<file path="src/hw/rtl/mlr_pkg.sv">
// Shared types and constants for the midpoint line rasterizer.
// No dependencies; imported by every module of the block.
`timescale 1ns / 1ps

package mlr_pkg;

    localparam int COORD_BITS = 12;
    // Decision term and its increments: signed, with headroom for 2*delta.
    localparam int DEC_BITS   = COORD_BITS + 4;

    typedef logic [COORD_BITS-1:0]       coord_t;
    typedef logic signed [DEC_BITS-1:0]  dec_t;

    typedef enum logic
    {
        CMD_START = 1'b0,
        CMD_STEP  = 1'b1
    } cmd_t;

    typedef struct packed
    {
        cmd_t   command;
        coord_t x_start;
        coord_t y_start;
        coord_t x_end;
        coord_t y_end;
    } line_cmd_t;

    typedef struct packed
    {
        coord_t pixel_x;
        coord_t pixel_y;
        logic   last;
    } pixel_t;

endpackage

</file>
<file path="src/hw/rtl/midpoint_line_rasterizer_core.sv">
// Top level of the midpoint line rasterizer: input register, engine, output register.
// Depends on mlr_pkg, mlr_in_stage, mlr_engine and mlr_out_stage.
`timescale 1ns / 1ps

// Midpoint (Bresenham) line rasterizer. Send a start command (tuser = 0)
// with two endpoints in tdata; the block answers with the first pixel of
// the line, ordered so that the major coordinate rises. Each step command
// (tuser = 1) answers with the next pixel; tlast marks the final pixel of
// the line. A step while no line is in progress is consumed and gives no
// output; a start while a line is in progress abandons it. Every command
// sits in the input register while the engine works on it combinationally,
// and its pixel is loaded into the output register when that register is
// empty or its pixel is taken; it then appears on the pixel channel. The
// block sustains one command and one pixel per clock while the output is
// not stalled: the per-pixel update is combinational in the engine between
// the two registers. Backpressure on the output stalls the pipeline from
// the output register backward through tready.
module midpoint_line_rasterizer_core
    import mlr_pkg::*;
(
    input  logic                  clk,
    input  logic                  rst_n,
    // Command channel
    input  logic                  s_tvalid,
    output logic                  s_tready,
    // tdata, low bit up: x_start, y_start, x_end, y_end
    input  logic [4*COORD_BITS-1:0] s_tdata,
    // tuser: command (0 = start, 1 = step)
    input  logic                  s_tuser,
    // Pixel channel
    output logic                  m_tvalid,
    input  logic                  m_tready,
    // tdata, low bit up: pixel_x, pixel_y
    output logic [2*COORD_BITS-1:0] m_tdata,
    // tlast: final pixel of the line
    output logic                  m_tlast
);

    line_cmd_t in_cmd;
    line_cmd_t cmd;
    logic      cmd_valid;
    logic      advance;
    logic      res_valid;
    pixel_t    res;
    pixel_t    out_pix;
    logic      eng_active;

    // Unpack the command transaction.
    assign in_cmd.command = cmd_t'(s_tuser);
    assign in_cmd.x_start = s_tdata[COORD_BITS-1:0];
    assign in_cmd.y_start = s_tdata[2*COORD_BITS-1:COORD_BITS];
    assign in_cmd.x_end   = s_tdata[3*COORD_BITS-1:2*COORD_BITS];
    assign in_cmd.y_end   = s_tdata[4*COORD_BITS-1:3*COORD_BITS];

    mlr_in_stage u_in
    (
        .clk       (clk),
        .rst_n     (rst_n),
        .in_valid  (s_tvalid),
        .in_ready  (s_tready),
        .in_cmd    (in_cmd),
        .advance   (advance),
        .cmd_valid (cmd_valid),
        .cmd       (cmd)
    );

    // Hold line state; advance it once per command that moves on.
    mlr_engine u_engine
    (
        .clk       (clk),
        .rst_n     (rst_n),
        .cmd_valid (cmd_valid),
        .cmd       (cmd),
        .advance   (advance),
        .res_valid (res_valid),
        .res       (res),
        .active    (eng_active)
    );

    mlr_out_stage u_out
    (
        .clk       (clk),
        .rst_n     (rst_n),
        .res_valid (res_valid),
        .res       (res),
        .advance   (advance),
        .out_valid (m_tvalid),
        .out_ready (m_tready),
        .out_pix   (out_pix)
    );

    // Pack the pixel transaction.
    assign m_tdata = {out_pix.pixel_y, out_pix.pixel_x};
    assign m_tlast = out_pix.last;

    // A step with no line in progress must not produce a pixel.
    a_idle_step_drops: assert property (@(posedge clk) disable iff (!rst_n)
        cmd_valid && advance && (cmd.command == CMD_STEP) && !eng_active
        |=> !m_tvalid)
    else $error("idle step produced a pixel");

    // A start always produces its first pixel.
    a_start_emits: assert property (@(posedge clk) disable iff (!rst_n)
        cmd_valid && advance && (cmd.command == CMD_START)
        |=> m_tvalid)
    else $error("start produced no pixel");

    // A freshly loaded final pixel leaves no line in progress.
    a_last_ends_line: assert property (@(posedge clk) disable iff (!rst_n)
        advance && res_valid && res.last
        |=> m_tvalid && m_tlast && !eng_active)
    else $error("line still active after final pixel");

    // A stalled command stays put in the input register.
    a_cmd_held: assert property (@(posedge clk) disable iff (!rst_n)
        cmd_valid && !advance
        |=> cmd_valid && $stable(cmd))
    else $error("stalled command lost or changed");

endmodule

</file>
<file path="src/hw/rtl/mlr_in_stage.sv">
// Input register of the line rasterizer: holds one command transaction.
// Depends on mlr_pkg.
`timescale 1ns / 1ps

module mlr_in_stage
    import mlr_pkg::*;
(
    input  logic      clk,
    input  logic      rst_n,
    input  logic      in_valid,
    output logic      in_ready,
    input  line_cmd_t in_cmd,
    input  logic      advance,
    output logic      cmd_valid,
    output line_cmd_t cmd
);

    logic      valid_reg;
    logic      valid_next;
    line_cmd_t cmd_reg;

    // Take a new command when empty or when the held one moves on.
    assign in_ready   = !valid_reg || advance;
    assign valid_next = in_ready ? in_valid : valid_reg;

    always_ff @(posedge clk or negedge rst_n)
    begin
        if (!rst_n)
        begin
            valid_reg <= 1'b0;
        end
        else
        begin
            valid_reg <= valid_next;
        end
    end

    always_ff @(posedge clk)
    begin
        if (in_valid && in_ready)
        begin
            cmd_reg <= in_cmd;
        end
    end

    assign cmd_valid = valid_reg;
    assign cmd       = cmd_reg;

endmodule

</file>
<file path="src/hw/rtl/mlr_engine.sv">
// Line state and one-step midpoint update: setup on start, one pixel per step.
// Depends on mlr_pkg.
`timescale 1ns / 1ps

module mlr_engine
    import mlr_pkg::*;
(
    input  logic      clk,
    input  logic      rst_n,
    input  logic      cmd_valid,
    input  line_cmd_t cmd,
    input  logic      advance,
    output logic      res_valid,
    output pixel_t    res,
    output logic      active
);

    localparam int DPAD = DEC_BITS - COORD_BITS;

    logic   active_reg,   active_next;
    logic   y_major_reg,  y_major_next;
    logic   minor_up_reg, minor_up_next;
    coord_t cur_x_reg,    cur_x_next;
    coord_t cur_y_reg,    cur_y_next;
    coord_t major_end_reg, major_end_next;
    dec_t   decision_reg, decision_next;
    dec_t   inc_take_reg, inc_take_next;
    dec_t   inc_keep_reg, inc_keep_next;

    // Setup path
    logic signed [COORD_BITS:0] dx, dy;
    logic [COORD_BITS:0]        adx_w, ady_w;
    coord_t                     adx, ady, dmaj, amin;
    logic                       x_major, swap, minor_neg;
    dec_t                       dmaj_ext, amin2_ext;

    // Step path
    coord_t maj, mnr, maj_step, mnr_step;
    logic   take;

    logic fire;
    logic is_start;

    assign fire     = cmd_valid && advance;
    assign is_start = (cmd.command == CMD_START);

    always_comb
    begin
        dx = $signed({1'b0, cmd.x_end}) - $signed({1'b0, cmd.x_start});
        dy = $signed({1'b0, cmd.y_end}) - $signed({1'b0, cmd.y_start});
        adx_w = dx[COORD_BITS] ? (~dx + 1'b1) : dx;
        ady_w = dy[COORD_BITS] ? (~dy + 1'b1) : dy;
        adx = adx_w[COORD_BITS-1:0];
        ady = ady_w[COORD_BITS-1:0];
        // Ties go to x as the major axis.
        x_major   = (ady <= adx);
        swap      = x_major ? dx[COORD_BITS] : dy[COORD_BITS];
        minor_neg = x_major ? dy[COORD_BITS] : dx[COORD_BITS];
        dmaj      = x_major ? adx : ady;
        amin      = x_major ? ady : adx;
        dmaj_ext  = $signed({{DPAD{1'b0}}, dmaj});
        amin2_ext = $signed({{(DPAD-1){1'b0}}, amin, 1'b0});

        maj      = y_major_reg ? cur_y_reg : cur_x_reg;
        mnr      = y_major_reg ? cur_x_reg : cur_y_reg;
        take     = decision_reg[DEC_BITS-1] || (decision_reg == '0);
        maj_step = maj + 1'b1;
        mnr_step = take ? (minor_up_reg ? mnr + 1'b1 : mnr - 1'b1) : mnr;

        active_next    = active_reg;
        y_major_next   = y_major_reg;
        minor_up_next  = minor_up_reg;
        cur_x_next     = cur_x_reg;
        cur_y_next     = cur_y_reg;
        major_end_next = major_end_reg;
        decision_next  = decision_reg;
        inc_take_next  = inc_take_reg;
        inc_keep_next  = inc_keep_reg;

        if (is_start)
        begin
            y_major_next   = !x_major;
            cur_x_next     = swap ? cmd.x_end : cmd.x_start;
            cur_y_next     = swap ? cmd.y_end : cmd.y_start;
            major_end_next = x_major ? (swap ? cmd.x_start : cmd.x_end)
                                     : (swap ? cmd.y_start : cmd.y_end);
            // Minor rises when its delta is positive after the swap.
            minor_up_next  = (amin != '0) && (swap ? minor_neg : !minor_neg);
            decision_next  = dmaj_ext - amin2_ext;
            inc_take_next  = (dmaj_ext <<< 1) - amin2_ext;
            inc_keep_next  = -amin2_ext;
            active_next    = (dmaj != '0);
        end
        else if (active_reg)
        begin
            decision_next = decision_reg + (take ? inc_take_reg : inc_keep_reg);
            if (y_major_reg)
            begin
                cur_y_next = maj_step;
                cur_x_next = mnr_step;
            end
            else
            begin
                cur_x_next = maj_step;
                cur_y_next = mnr_step;
            end
            active_next = (maj_step != major_end_reg);
        end
    end

    always_ff @(posedge clk or negedge rst_n)
    begin
        if (!rst_n)
        begin
            active_reg   <= 1'b0;
            y_major_reg  <= 1'b0;
            minor_up_reg <= 1'b0;
        end
        else if (fire)
        begin
            active_reg   <= active_next;
            y_major_reg  <= y_major_next;
            minor_up_reg <= minor_up_next;
        end
    end

    always_ff @(posedge clk)
    begin
        if (fire)
        begin
            cur_x_reg     <= cur_x_next;
            cur_y_reg     <= cur_y_next;
            major_end_reg <= major_end_next;
            decision_reg  <= decision_next;
            inc_take_reg  <= inc_take_next;
            inc_keep_reg  <= inc_keep_next;
        end
    end

    // A step with no line in progress yields nothing.
    assign res_valid   = cmd_valid && (is_start || active_reg);
    assign res.pixel_x = cur_x_next;
    assign res.pixel_y = cur_y_next;
    assign res.last    = !active_next;
    assign active      = active_reg;

endmodule

</file>
<file path="src/hw/rtl/mlr_out_stage.sv">
// Output register of the line rasterizer: holds one pixel until taken.
// Depends on mlr_pkg.
`timescale 1ns / 1ps

module mlr_out_stage
    import mlr_pkg::*;
(
    input  logic   clk,
    input  logic   rst_n,
    input  logic   res_valid,
    input  pixel_t res,
    output logic   advance,
    output logic   out_valid,
    input  logic   out_ready,
    output pixel_t out_pix
);

    logic   valid_reg;
    logic   valid_next;
    pixel_t pix_reg;

    // Load a new result when empty or when the held pixel is taken.
    assign advance    = !valid_reg || out_ready;
    assign valid_next = advance ? res_valid : valid_reg;

    always_ff @(posedge clk or negedge rst_n)
    begin
        if (!rst_n)
        begin
            valid_reg <= 1'b0;
        end
        else
        begin
            valid_reg <= valid_next;
        end
    end

    always_ff @(posedge clk)
    begin
        if (advance && res_valid)
        begin
            pix_reg <= res;
        end
    end

    assign out_valid = valid_reg;
    assign out_pix   = pix_reg;

endmodule
</file>
<file path="config.mk">
export PLATFORM = sky130hd
export DESIGN_NAME = midpoint_line_rasterizer_core
export DESIGN_NICKNAME = d
export VERILOG_FILES = /design/src/hw/rtl/mlr_pkg.sv /design/src/hw/rtl/midpoint_line_rasterizer_core.sv /design/src/hw/rtl/mlr_in_stage.sv /design/src/hw/rtl/mlr_engine.sv /design/src/hw/rtl/mlr_out_stage.sv
export SDC_FILE = /design/constraint.sdc
export NUM_CORES = 1
export LEC_CHECK = 0
export ABC_CLOCK_PERIOD_IN_PS = 11500
export BUFFER_PORTS_ARGS = -buffer_cell sky130_fd_sc_hd__buf_4
export CAP_MARGIN = 20
export CORE_UTILIZATION = 61
export DETAILED_ROUTE_END_ITERATION = 10
export PLACE_DENSITY = 0.8
export RECOVER_POWER = 100
export SLEW_MARGIN = 15
export SYNTH_ARGS = -nofsm -noshare
export SYNTH_HDL_FRONTEND = slang
export SYNTH_SLANG_ARGS = --single-unit
</file>
<file path="constraint.sdc">
create_clock -name clk -period 11.5 [get_ports clk]
set_input_delay 3.45 -clock clk [delete_from_list [all_inputs] [get_ports clk]]
set_output_delay 3.45 -clock clk [all_outputs]
set_load 0.02 [all_outputs]
</file>
==> key figures <==
Floorplan
  • Starting density of the core: 62.74%
  • Die W: 143.9 um
  • Core area: 19590 sq um
  • DIE AREA: 20720 sq um
  • # IOs: 80
  • Row Count: 51
  • Die Height: 143.9 um

Global routing
  • GRT Util Overall: 32.86%
  • Gr ovfl total: 0
  • Largest net degree at the start of global routing: 101
  • Initial antenna violation count: 1
  • Number of global-route vias before repair: 9689
  • First-pass GRT wire length: 51190 um

STA
  • Setup-failing EPs final: 0
  • Period utilization: 83.40%
  • Final min period: 9.591 ns
  • Relative slew slack: -90.85%
  • Peak Freq: 104.3 MHz
  • RSZ-0062 raised after global routing: false
  • Final Hold Fails: 0
  • Final setup TNS: 0 ns
  • Slew at the pin with the worst max-slew slack: 2.863 ns
  • Final setup margin: 1.909 ns
  • Max-slew violations: 109
  • Layout Skew: 0.01178 ns
  • Min Hold Slack: 0.5390 ns

Place
  • Placed Area: 13110 sq um
  • Setup Slack @ Placement: 2.823 ns
  • Final GP Congestion: 0.9233
  • Input/output buffers: 79
  • HPWL Detailed: 23660 um

Routing
  • Routed vias/inst: 6.381
  • Initial DRC Count: 1125
  • Residual DRC count: 0
  • Via count: 10.66k
  • Final ANT Viol Nets: 0
  • Pre-Repair DR Iteration Count: 5
  • Final WL: 32780 um
  • DR WL/cell: 19.63 um

Clocking
  • Post-CTS Hold Buffers: 0
  • Worst-path clk slew: 0.07 ns
  • Postcts setup bufs: 0
  • Root Driver: clkbuf_16
  • # resized after CTS: 0
  • Clk_lat worst skew: 0.44 ns
  • Clock Tree Buf Depth: 2
  • Cts bufs inserted: 17
  • CTS H-tree lvls: 4
  • CTS Sinks: 159
  • CTS tree: yes

Synthesis
  • Post-synthesis cell count: 1342
  • Avg Cell Area, Syn: 9.158 sq um
  • Yosys reg bits: 159
  • FFs w/ async S/R, synth: 3.145%
  • Cell with the most instances after synthesis: edfxtp_1
  • Number of synthesized flops with an enable pin: 154
  • Synth cell types: 88
  • Seq/Total Area, Yosys: 38.64%
  • Ys flop type: edfxtp_1
  • Cell taking the most area after synthesis: edfxtp_1
  • Synthesized Nets: 1467
  • Number of synthesis warnings: 0
  • Area contributors post-synth: edfxtp_1 38%, ha_1 6.9%, xnor2_1 5.8%
  • Post-Syn Area: 12290 sq um
  • Commonest cells in the netlist: 154 x edfxtp_1, 122 x nand2_1, 117 x nor2_1, 107 x a21oi_1, 91 x o21ai_0
  • Area share of the largest cell type after synthesis: 37.63%

Final layout
  • N_diodes: 0
  • Area grow syn2layout: 10.20%
  • Share of layout cells above drive strength 1: 9.466%
  • Max FFs per register: 49
  • Final net count: 1517
  • Final Instance Area: 13540 sq um

Setup path
  • CP Data Arrival Time: 9.76 ns
  • WS Path Type: reg2reg
  • Crit path from: u_in.cmd[0]
  • CP startpoint kind: register
  • CP required: 11.67 ns
  • Reg2Reg Launch Point: u_in.cmd[0]
  • Crit-path max FO: 50
  • CP endpoint kind: register

Run status
  • Failing checks: capacitance limit, slew limit
  • Outcome: complete, but fails checks

Run
  • Max-Cap Viols: 3

Worst hold path
  • Hold path startpoint: u_engine.y_major_reg
  • Hold Crit Class: reg2reg
## layout by cell type, fill, tap and decap left out, drive strengths merged, types with 5 or more instances in the layout
master   count
a221oi      12
nand4       11
a21o        21
nor3        25
o221ai       6
and2         9
nand2b      19
mux2i       17
nor4         8
nor2b       19
nor2       117
o21bai      11
or3          9
nand3       30
mux2        22
edfxtp     154
o21a        22
clkbuf     100
and3         6
ha          68
inv         82
dfrtp        5
o21ai      106
clkinv      10
nand3b       5
o211ai       8
nand2      124
a21oi      107
xnor2       83
a211oi      21
o2111ai      5
a31oi       26
xor2        31
buf         14
o31ai       16
nand4b       5
## worst max-delay path, stage by stage (launching register included)
cell      delay (ns)
edfxtp_1        0.38
inv_1           0.10
ha_1            0.19
inv_1           0.08
fa_1            0.41
a21o_1          0.22
a221oi_1        0.46
nor4_1          0.13
nor3_1          0.42
o21a_1          0.45
o21ai_0         0.20
xor2_1          0.35
clkinv_1        0.34
ha_1            0.48
nand4_1         0.11
nor3_1          0.54
o21ai_0         0.25
o211ai_1        0.83
and2_0          0.25
buf_4           0.44
nand2_1         0.10
o21ai_0         0.79
clkbuf_1        1.06
nor2_1          0.07
a21oi_1         0.47
a21oi_1         0.17
## through the flow
step                      util [%]  instances
after global placement       66.84       1636
after global routing         69.14       1670
after detailed placement     66.90       1637
after floorplan                  -       1342
final                        69.14       1670
after CTS                    70.01       1669
## final timing paths
| check | endpoint | slack [ns] | depth (start not counted) |
|---|---|---|---|
| min in group asynchronous | u_engine.y_major_reg | 2.86 | 1 |
| worst max-delay path | u_engine.cur_x_reg[6] | 1.91 | 25 |
| worst max register to register | u_engine.cur_x_reg[6] | 1.91 | 25 |
| worst min register to register | u_engine.y_major_reg | 0.54 | 1 |
| max in group asynchronous | u_engine.y_major_reg | 8.39 | 1 |
| worst min-delay path | u_engine.y_major_reg | 0.54 | 1 |
## final cells by class
cell class	count	area, sq um
tap	265	331.6
clock inverter	15	183.9
sequential	159	4751
inverter	79	296.5
multi-input combinational	1038	6970
clock buffer	17	425.4
timing repair buffer	97	585.6
fill	1590	6046
## per-layer routing
layer	share of wire [%]	GRT usage [%]	up-vias
met2	45	51.00	541
met4	1.7	8.735	0
met5	0	0	-
li1	-	-	5048
met1	44	46.94	5015
met3	9.9	6.031	52
## logic make-up after synthesis
group	count (synthesis)	share of synthesized area, %
AO/OA/AOI/OAI	407	21.45
AND/OR/NAND/NOR	402	15.66
flip-flops	159	38.64
buffers and inverters	145	4.632
XOR/XNOR	114	8.307
adder cells (fa/ha/maj)	76	7.910
multiplexers	39	3.400
Power is left out: the tool's default activity adds up to more than one toggle a clock period on the data nets, which glitch-free logic cannot reach.
